[src/hdl/dcmd_pkg.sv]
// Package for the dual-CPU memory map decoder: item types, region codes,
// register indexes, map constants and the fit test. No dependencies.
`timescale 1ns / 1ps

package dcmd_pkg;

  localparam int unsigned ITCM_BYTES = 32768;
  localparam int unsigned DTCM_BYTES = 16384;

  localparam logic [3:0] RG_ITCM  = 4'd0;
  localparam logic [3:0] RG_DTCM  = 4'd1;
  localparam logic [3:0] RG_MAIN  = 4'd2;
  localparam logic [3:0] RG_SWRAM = 4'd3;
  localparam logic [3:0] RG_WRAM7 = 4'd4;
  localparam logic [3:0] RG_BIOS9 = 4'd5;
  localparam logic [3:0] RG_BIOS7 = 4'd6;
  localparam logic [3:0] RG_IO    = 4'd7;
  localparam logic [3:0] RG_NONE  = 4'd8;

  localparam logic [2:0] CFG_ITCM_ON    = 3'd0;
  localparam logic [2:0] CFG_ITCM_SPAN  = 3'd1;
  localparam logic [2:0] CFG_DTCM_ON    = 3'd2;
  localparam logic [2:0] CFG_DTCM_START = 3'd3;
  localparam logic [2:0] CFG_DTCM_SPAN  = 3'd4;

  localparam logic [31:0] MAIN_BASE  = 32'h0200_0000;
  localparam logic [31:0] MAIN_MASK  = 32'h003F_FFFF;
  localparam logic [31:0] SWRAM_BASE = 32'h0300_0000;
  localparam logic [31:0] SWRAM_MASK = 32'h0000_7FFF;
  localparam logic [31:0] WRAM7_BASE = 32'h0380_0000;
  localparam logic [31:0] WRAM7_MASK = 32'h0000_FFFF;
  localparam logic [31:0] BIOS9_BASE = 32'hFFFF_0000;
  localparam logic [31:0] BIOS9_MASK = 32'h0000_0FFF;
  localparam logic [31:0] BIOS7_TOP  = 32'h0000_4000;
  localparam logic [31:0] BIOS7_MASK = 32'h0000_3FFF;
  localparam logic [31:0] IO_BASE    = 32'h0400_0000;
  localparam logic [31:0] IO_TOP     = 32'h0500_0000;

  localparam logic [31:0] ITCM_MASK  = 32'(ITCM_BYTES - 1);

  typedef struct packed {
    logic        cpu_sel;
    logic [31:0] address;
    logic [2:0]  width_bytes;
  } in_item_t;

  typedef struct packed {
    logic [3:0]  region;
    logic [21:0] offset;
    logic        exec_ram;
  } out_item_t;

  // True when the access [off, off+len) stays inside a store of size bytes.
  function automatic logic fits(logic [31:0] off, logic [2:0] len, logic [32:0] size);
    logic [32:0] sum;
    sum = {1'b0, off} + {30'd0, len};
    return sum <= size;
  endfunction

endpackage

[src/hdl/dual_cpu_memory_map_decoder_top.sv]
// Top level of the dual-CPU memory map decoder: input register, decode, result register.
// Depends on dcmd_pkg.
`timescale 1ns / 1ps

//  channel | ports                          | direction | payload
//  --------+--------------------------------+-----------+---------------------------
//  input   | in_valid in_ready in_data      | in        | in_item_t (cpu, addr, len)
//  result  | out_valid out_ready out_data   | out       | out_item_t (region, offs)
//  config  | cfg_valid cfg_ready cfg_index  | in        | cfg_data, 32 bits
//
// Each item passes through the input register and then moves to the result register, from which
// its result is offered; one item per cycle is sustained while out_ready stays high.
// Reset clears the valid flags and the TCM registers; no clearing pass.
// A stalled result holds the result register and lets the input register fill,
// after which in_ready drops. cfg_ready is always high.

module dual_cpu_memory_map_decoder_top
  import dcmd_pkg::*;
(
  input  logic        clk,
  input  logic        rst_n,
  input  logic        in_valid,
  output logic        in_ready,
  input  in_item_t    in_data,
  output logic        out_valid,
  input  logic        out_ready,
  output out_item_t   out_data,
  input  logic        cfg_valid,
  output logic        cfg_ready,
  input  logic [2:0]  cfg_index,
  input  logic [31:0] cfg_data
);

  logic        itcm_on_r,    itcm_on_nxt;
  logic [31:0] itcm_span_r,  itcm_span_nxt;
  logic        dtcm_on_r,    dtcm_on_nxt;
  logic [31:0] dtcm_start_r, dtcm_start_nxt;
  logic [31:0] dtcm_span_r,  dtcm_span_nxt;

  logic      s1_valid_r, s1_valid_nxt;
  in_item_t  s1_item_r,  s1_item_nxt;
  logic      out_valid_r, out_valid_nxt;
  out_item_t out_item_r,  out_item_nxt;

  logic      s1_adv;
  out_item_t dec;

  assign cfg_ready = 1'b1;
  assign s1_adv    = !out_valid_r || out_ready;
  assign in_ready  = !s1_valid_r || s1_adv;
  assign out_valid = out_valid_r;
  assign out_data  = out_item_r;

  always_comb begin
    itcm_on_nxt    = itcm_on_r;
    itcm_span_nxt  = itcm_span_r;
    dtcm_on_nxt    = dtcm_on_r;
    dtcm_start_nxt = dtcm_start_r;
    dtcm_span_nxt  = dtcm_span_r;
    if (cfg_valid) begin
      case (cfg_index)
        CFG_ITCM_ON:    itcm_on_nxt    = cfg_data[0];
        CFG_ITCM_SPAN:  itcm_span_nxt  = cfg_data;
        CFG_DTCM_ON:    dtcm_on_nxt    = cfg_data[0];
        CFG_DTCM_START: dtcm_start_nxt = cfg_data;
        CFG_DTCM_SPAN:  dtcm_span_nxt  = cfg_data;
        default: ;
      endcase
    end
  end

  // Decode the registered item in one pass, highest priority rule first
  always_comb begin
    logic        first;
    logic [31:0] a;
    logic [2:0]  len;
    logic        itcm_span_hit;
    logic        dtcm_hit;
    logic [31:0] dtcm_off;
    logic [31:0] o;
    logic        hit;

    first         = !s1_item_r.cpu_sel;
    a             = s1_item_r.address;
    len           = s1_item_r.width_bytes;
    itcm_span_hit = first && itcm_on_r && (itcm_span_r != 32'd0) &&
                    (a < MAIN_BASE) && (a < itcm_span_r);
    dtcm_off      = a - dtcm_start_r;
    dtcm_hit      = first && dtcm_on_r && (dtcm_span_r != 32'd0) &&
                    (a >= dtcm_start_r) && (dtcm_off < dtcm_span_r);
    o             = 32'd0;
    hit           = 1'b0;
    dec.region    = RG_NONE;

    if (itcm_span_hit && fits(a & ITCM_MASK, len, 33'(ITCM_BYTES))) begin
      hit = 1'b1; dec.region = RG_ITCM; o = a & ITCM_MASK;
    end else if (dtcm_hit && fits(dtcm_off, len, 33'(DTCM_BYTES))) begin
      hit = 1'b1; dec.region = RG_DTCM; o = dtcm_off;
    end else if (a >= MAIN_BASE && a < SWRAM_BASE &&
                 fits(a & MAIN_MASK, len, {1'b0, MAIN_MASK} + 33'd1)) begin
      hit = 1'b1; dec.region = RG_MAIN; o = a & MAIN_MASK;
    end else if (a >= SWRAM_BASE && a < WRAM7_BASE &&
                 fits(a & SWRAM_MASK, len, {1'b0, SWRAM_MASK} + 33'd1)) begin
      hit = 1'b1; dec.region = RG_SWRAM; o = a & SWRAM_MASK;
    end else if (a >= WRAM7_BASE && a < IO_BASE &&
                 fits(a & WRAM7_MASK, len, {1'b0, WRAM7_MASK} + 33'd1)) begin
      hit = 1'b1; dec.region = RG_WRAM7; o = a & WRAM7_MASK;
    end else if (first && a >= BIOS9_BASE &&
                 fits(a & BIOS9_MASK, len, {1'b0, BIOS9_MASK} + 33'd1)) begin
      hit = 1'b1; dec.region = RG_BIOS9; o = a & BIOS9_MASK;
    end else if (!first && a < BIOS7_TOP &&
                 fits(a & BIOS7_MASK, len, {1'b0, BIOS7_MASK} + 33'd1)) begin
      hit = 1'b1; dec.region = RG_BIOS7; o = a & BIOS7_MASK;
    end

    if (!hit) begin
      o          = 32'd0;
      dec.region = (a >= IO_BASE && a < IO_TOP) ? RG_IO : RG_NONE;
    end
    dec.offset   = o[21:0];
    dec.exec_ram = itcm_span_hit || (a >= MAIN_BASE && a < IO_BASE);
  end

  always_comb begin
    s1_valid_nxt  = s1_valid_r;
    s1_item_nxt   = s1_item_r;
    out_valid_nxt = out_valid_r;
    out_item_nxt  = out_item_r;
    if (in_ready) begin
      s1_valid_nxt = in_valid;
      s1_item_nxt  = in_data;
    end
    if (s1_adv) begin
      out_valid_nxt = s1_valid_r;
      if (s1_valid_r) begin
        out_item_nxt = dec;
      end
    end
  end

  always_ff @(posedge clk) begin
    if (!rst_n) begin
      itcm_on_r    <= 1'b0;
      itcm_span_r  <= 32'd0;
      dtcm_on_r    <= 1'b0;
      dtcm_start_r <= 32'd0;
      dtcm_span_r  <= 32'd0;
      s1_valid_r   <= 1'b0;
      out_valid_r  <= 1'b0;
    end else begin
      itcm_on_r    <= itcm_on_nxt;
      itcm_span_r  <= itcm_span_nxt;
      dtcm_on_r    <= dtcm_on_nxt;
      dtcm_start_r <= dtcm_start_nxt;
      dtcm_span_r  <= dtcm_span_nxt;
      s1_valid_r   <= s1_valid_nxt;
      out_valid_r  <= out_valid_nxt;
    end
  end

  // Payload registers carry no reset
  always_ff @(posedge clk) begin
    s1_item_r  <= s1_item_nxt;
    out_item_r <= out_item_nxt;
  end

endmodule

[config.mk]
export PLATFORM = sky130hd
export DESIGN_NAME = dual_cpu_memory_map_decoder_top
export DESIGN_NICKNAME = d
export VERILOG_FILES = /design/src/hdl/dcmd_pkg.sv /design/src/hdl/dual_cpu_memory_map_decoder_top.sv
export SDC_FILE = /design/constraint.sdc
export NUM_CORES = 1
export LEC_CHECK = 0
export ABC_AREA = 1
export ABC_CLOCK_PERIOD_IN_PS = 4600
export BUFFER_PORTS_ARGS = -buffer_cell sky130_fd_sc_hd__clkbuf_2
export CAP_MARGIN = 20
export CORE_MARGIN = 2
export CORE_UTILIZATION = 41
export CTS_CLUSTER_DIAMETER = 30
export CTS_CLUSTER_SIZE = 40
export DETAILED_ROUTE_END_ITERATION = 10
export HOLD_SLACK_MARGIN = 0.02
export PLACE_DENSITY = 0.69
export SLEW_MARGIN = 5
export SYNTH_ARGS = -nofsm -noshare
export SYNTH_HDL_FRONTEND = slang
export SYNTH_SLANG_ARGS = --single-unit
[constraint.sdc]
create_clock -name clk -period 4.6 [get_ports clk]
set_input_delay 0.46 -clock clk [delete_from_list [all_inputs] [get_ports clk]]
set_output_delay 0.46 -clock clk [all_outputs]
set_load 0.1 [all_outputs]
### Word-level counts from Yosys, hierarchy flattened

Index checks and enable logic that the tools add are counted.

| cells by class | value |
|---|---|
| add/subtract/negate cells | 7 |
| $lt $le $gt $ge | 20 |
| equal/unequal tests | 4 |
| mux-type cells | 23 |
| bitwise gates (word level) | 1 |
| reduce and logical (&&, ||, !) cells | 38 |

Operator list:

| kind | number |
|---|---|
| $ge 32x26->1 const B | 3 |
| $lt 32x26->1 const B | 3 |
| $lt 32x27->1 const B | 2 |
| $lt 32x32->1 | 2 |
| $reduce_bool 32->1 | 2 |
| $mux 22 | 2 |
| $mux 4 | 9 |
| $add 32x3->33 | 1 |
| $le 33x15->1 const B | 1 |
| $ge 32x27->1 const B | 1 |
| $ge 32x32->1 | 1 |
| $ge 32x32->1 const B | 1 |
| $lt 32x15->1 const B | 1 |
| $mux 16 | 2 |
| $sub 32x32->32 | 1 |
| $mux 14 | 2 |
| $add 22x3->23 | 1 |
| $le 23x23->1 const B | 1 |
| $logic_and 1x1->1 | 22 |
| $add 16x3->17 | 1 |
| $le 17x17->1 const B | 1 |
| $add 15x3->16 | 1 |
| $le 16x16->1 const B | 1 |
| $add 14x3->15 | 1 |
| 14 further kinds | 30 |

| word-level totals | value |
|---|---|
| register bits | 163 |
| input bits | 76 |
| output and inout bits | 30 |
| word-level logic and storage cells | 107 |

### Logic depth before layout (Yosys ltp)

| logic depth | value |
|---|---|
| word-level depth | 12 |
| gate-level depth with buffers | 35 |
| gate-level depth less buffers | 34 |

### Least setup slack after synthesis

No wires, ideal clock.

| path | value |
|---|---|
| path type | register to register |
| start | reg s1_item_r[3] in the netlist's numbering |
| end | reg out_item_r, in the netlist out_data[5], data pin |
| library setup time | 0.253 ns |
| arrival | 3.571 ns |
| required time | 4.347 ns |
| path slack | 0.776 ns |
| cell stages (with the launch flop) | 35 |
| path buffers | 1 |
| period minus slack after synthesis | 3.824 ns |
| path through | edfxtp_1 > inv_1 > ha_1 > fa_1 > inv_1 > nand2_1 > nand2_1 > nand3_1 > nand2_2 > nand2_1 > nand2_1 > nand2_1 > nand2_1 > nand2_1 > nand2_1 > inv_1 > ha_1 > nand4_1 > o22ai_1 > nand3b_1 > nor2_1 > nand2_1 > inv_1 > nand3_1 > nor2_1 > nand2_1 > nor2_1 > nand2_1 > nor2_4 > nand3_4 > buf_6 > nand2_1 > o21ai_1 > nand2_1 > nand2_1 |

| on the way | value |
|---|---|
| longest elaborated chain between the ends | 10 |
| elaborated cells on any way between the ends | 55 |
| those cells by class | add/sub (7); order compare (18); mux (14); reduce/logical (16) |

RTL lines:

| element | line | RTL |
|---|---|---|
| from (decl) | dual_cpu_memory_map_decoder_top.sv:41 | `in_item_t s1_item_r, s1_item_nxt;` |
| from (signal assigned) | dual_cpu_memory_map_decoder_top.sv:163 | `s1_item_r <= s1_item_nxt;` |
| branches (longest 10 deep; another with $add 32x3->33) | n/a |  |
| to (signal assigned) | dual_cpu_memory_map_decoder_top.sv:164 | `out_item_r <= out_item_nxt;` |
| to (decl) | dual_cpu_memory_map_decoder_top.sv:43 | `out_item_t out_item_r, out_item_nxt;` |

Several ways; the timed one is not identified.
A chain may end at the register's enable or synchronous reset.

### Worst setup path after layout

| path | value |
|---|---|
| start | reg s1_item_r[3] in the netlist's numbering |
| end | reg out_item_r, in the netlist out_data[2], data pin |

Same word-level chain as after synthesis.

==> results.cfg <==
[sta]
relSlewSlack_pct = 33.9
maxSlewViolCount = 0
fin_ws_ns = 0.189
final.setup_skew_ns = 0.0101
min_period_over_period_pct = 95.9
min_period_ns = 4.41
finalHoldViolCount = 0
setup_violations = 0
fmax_ghz = 0.227
worstMarginPinSlew_ns = 0.983

[detailed_routing]
postRouteAntennaNets = 0
vias = 13859
avgRoutedWirePerCell_um = 18.1
dr.pass1.iters = 9
drc = 0
avgViaCountPerCell = 5.42
drt_iter0_drc = 1121
wl_um = 46300

[die]
ios = 106
row_count = 65
die_x_um = 182
dieArea_sq_mm = 0.0330
initial_utilization_pct = 41.3
dieHeight_um = 182
core_area_sq_mm = 0.0313

[setup_path]
cp.arrival_ns = 4.60
slowest_delay_ns = 0.37
critPathKind = reg -> reg
crit_slowest_cell = edfxtp_1
cp-start-kind = register
end_kind = register
required_ns = 4.79
critPathMostFrequentCell = nand2_1
critical_path_peak_fanout = 34

[global_routing]
grt-ovfl-total = 0
grt_use_total_pct = 27.6
grt_pass1_vias = 12879
grt_max_degree = 65
antenna_found_initial = 0
grt_first_pass_wirelength_um = 69800

[clock_tree]
clock_latency_ns = 0.44
cts_root_buffer = clkbuf_16
clockBufferDepth = 2
cts_max_level = 4
cts_tree = done
clkSinkCount = 163
postCtsHoldBufs = 0
cts_made_buffers = 17
path_clk_slew_ns = 0.07

[final_layout]
area_delta_synth_final_pct = 18.3
antenna_cells = 0
final_common_cell = nand2_1
final_nets = 2319
layout_common_cells = nand2_1 (520), inv_1 (316), nor2_1 (155), a21oi_1 (144), o21ai_0 (119)
drive_gt1_share_pct = 16.5
fillers = 3170

[synthesis]
ys_ff_latch = 163
netlist_area_sq_mm = 0.0129
yosys_warnings = 0
syn-instance-count = 1988
avgSynthCellArea_sq_um = 6.51
synth_enable_flop_cells = 63
synth_cell_types = 50
synth_nets = 2167
async_flop_share_pct = 0
yosysSeqAreaShare_pct = 30.1
synth-main-ff-cell = dfxtp_1

[place]
dp_hpwl_um = 37500
gp_congestion = 0.997
io_buffers = 104
dpl_worst_slack_ns = 0.106

[power_and_ir_drop]
leakage_nw = 7.12
vdd_drop_max_v = 0.000283
p_total_mw = 4.37
cellPowerDensity_mw_per_mm2 = 286

[run_status]
status = finished clean

[worst_hold_path]
hold_path.class = in -> reg

[flow_run]
cap_violations = 0
-- where the power goes --
| part | switching [mW] | internal, mW | total, mW |
|---|---|---|---|
| Clock | 0.628 | 0.782 | 1.41 |
| Sequential | 0.0469 | 1.56 | 1.60 |
| Combinational | 0.920 | 0.442 | 1.36 |
-- per-layer routing --
layer	up-vias	routed length (um)	share of wire, %	GRT usage [%]
met5	-	0	0	0
met4	0	1760	3.8	10.9
met3	101	3270	7.1	4.05
met2	568	21200	46	45.3
met1	6391	20000	43	36.7
li1	6799	-	-	-
-- metrics by stage --
stage	std cells	setup TNS [ns]	cell area (sq um)	utilization (%)	hold slack (ns)
floorplan	1988	0	12900	-	0.428
global placement	2510	0	14200	45.4	0.439
detailed placement	2511	0	14200	45.4	0.443
CTS	2543	0	14800	47.2	0.183
global route	2555	-0.170	15300	48.9	0.181
finish	2555	0	15300	48.9	0.189
-- registers in the layout, summed over array words and instances, names as in the netlist --
register      cells
dtcm_on_r         1
dtcm_span_r      32
dtcm_start_r     32
itcm_on_r         1
itcm_span_r      32
out_data         27
out_valid         1
s1_item_r        36
s1_valid_r        1
-- worst paths after layout --
check,slack (ns),end,from,depth (start not counted)
worst max-delay path,0.19,out_data[2],s1_item_r[3],32
worst min-delay path,0.19,s1_item_r[10],in_data[10],1
worst max register to register,0.19,out_data[2],s1_item_r[3],32
worst min register to register,0.46,dtcm_start_r[0],dtcm_start_r[0],2
-- critical path: cells and delay by family (launching register included) --
family,cells,cell delay [ns]
buffers and inverters,4,0.43
adders and majority gates,3,0.83
DFF,1,0.37
and+or+nand+nor,22,2.13
AOI/OAI and AO/OA,3,0.37
-- cells by family after synthesis --
group                    share of synthesized area (%)
flip-flops                                        30.1
adder cells (fa/ha/maj)                           10.1
other                                           0.0290
AO/OA/AOI/OAI                                     12.4
buffers and inverters                             11.3
AND/OR/NAND/NOR                                   35.2
XOR/XNOR                                         0.880
-- cell usage after synthesis, types with 2 or more instances --
master,n,area [sq um]
nand2_4,2,22.5
edfxtp_1,63,1890
o21a_1,2,15.0
xor2_1,11,96.3
nand2_1,530,1990
nor3_1,42,210
nor2_4,6,67.6
o21bai_1,3,22.5
inv_2,24,90.1
buf_6,4,45.0
xnor2_1,2,17.5
clkbuf_1,29,109
o31ai_1,2,15.0
nand3_2,10,100
o211ai_1,2,15.0
buf_2,2,10.0
and2_1,2,12.5
nand3b_1,9,67.6
nand4_1,54,338
nand3_1,117,586
a21boi_0,2,15.0
nand3_4,2,35.0
a21oi_1,155,776
o21ai_1,12,60.1
fa_1,3,60.1
dfxtp_1,100,2000
nor4_1,28,175
or2_2,2,12.5
ha_1,100,1250
inv_1,318,1190
nand2_2,25,156
a31oi_1,2,12.5
nor2_2,17,106
a211oi_1,3,22.5
o21ai_0,119,596
nor2_1,170,638
-- timing repair --
action / in CTS / in global routing
endpoints found under the setup margin: 0 / 21
resized for setup: 0 / 86
setup buffers: 0 / 10
-- area by class of cell --
class                           instances  area [sq um]  area share [%]
Clock inverter                         10           100           0.653
Clock buffer                           22           465            3.04
Sequential cell                       163          3890            25.4
Inverter                              343          1290            8.41
Tap cell                              402           503            3.28
Multi-Input combinational cell       1445          8000            52.2
Timing Repair Buffer                  170          1070            6.98
No activity file was read; power rests on OpenSTA's default activity.
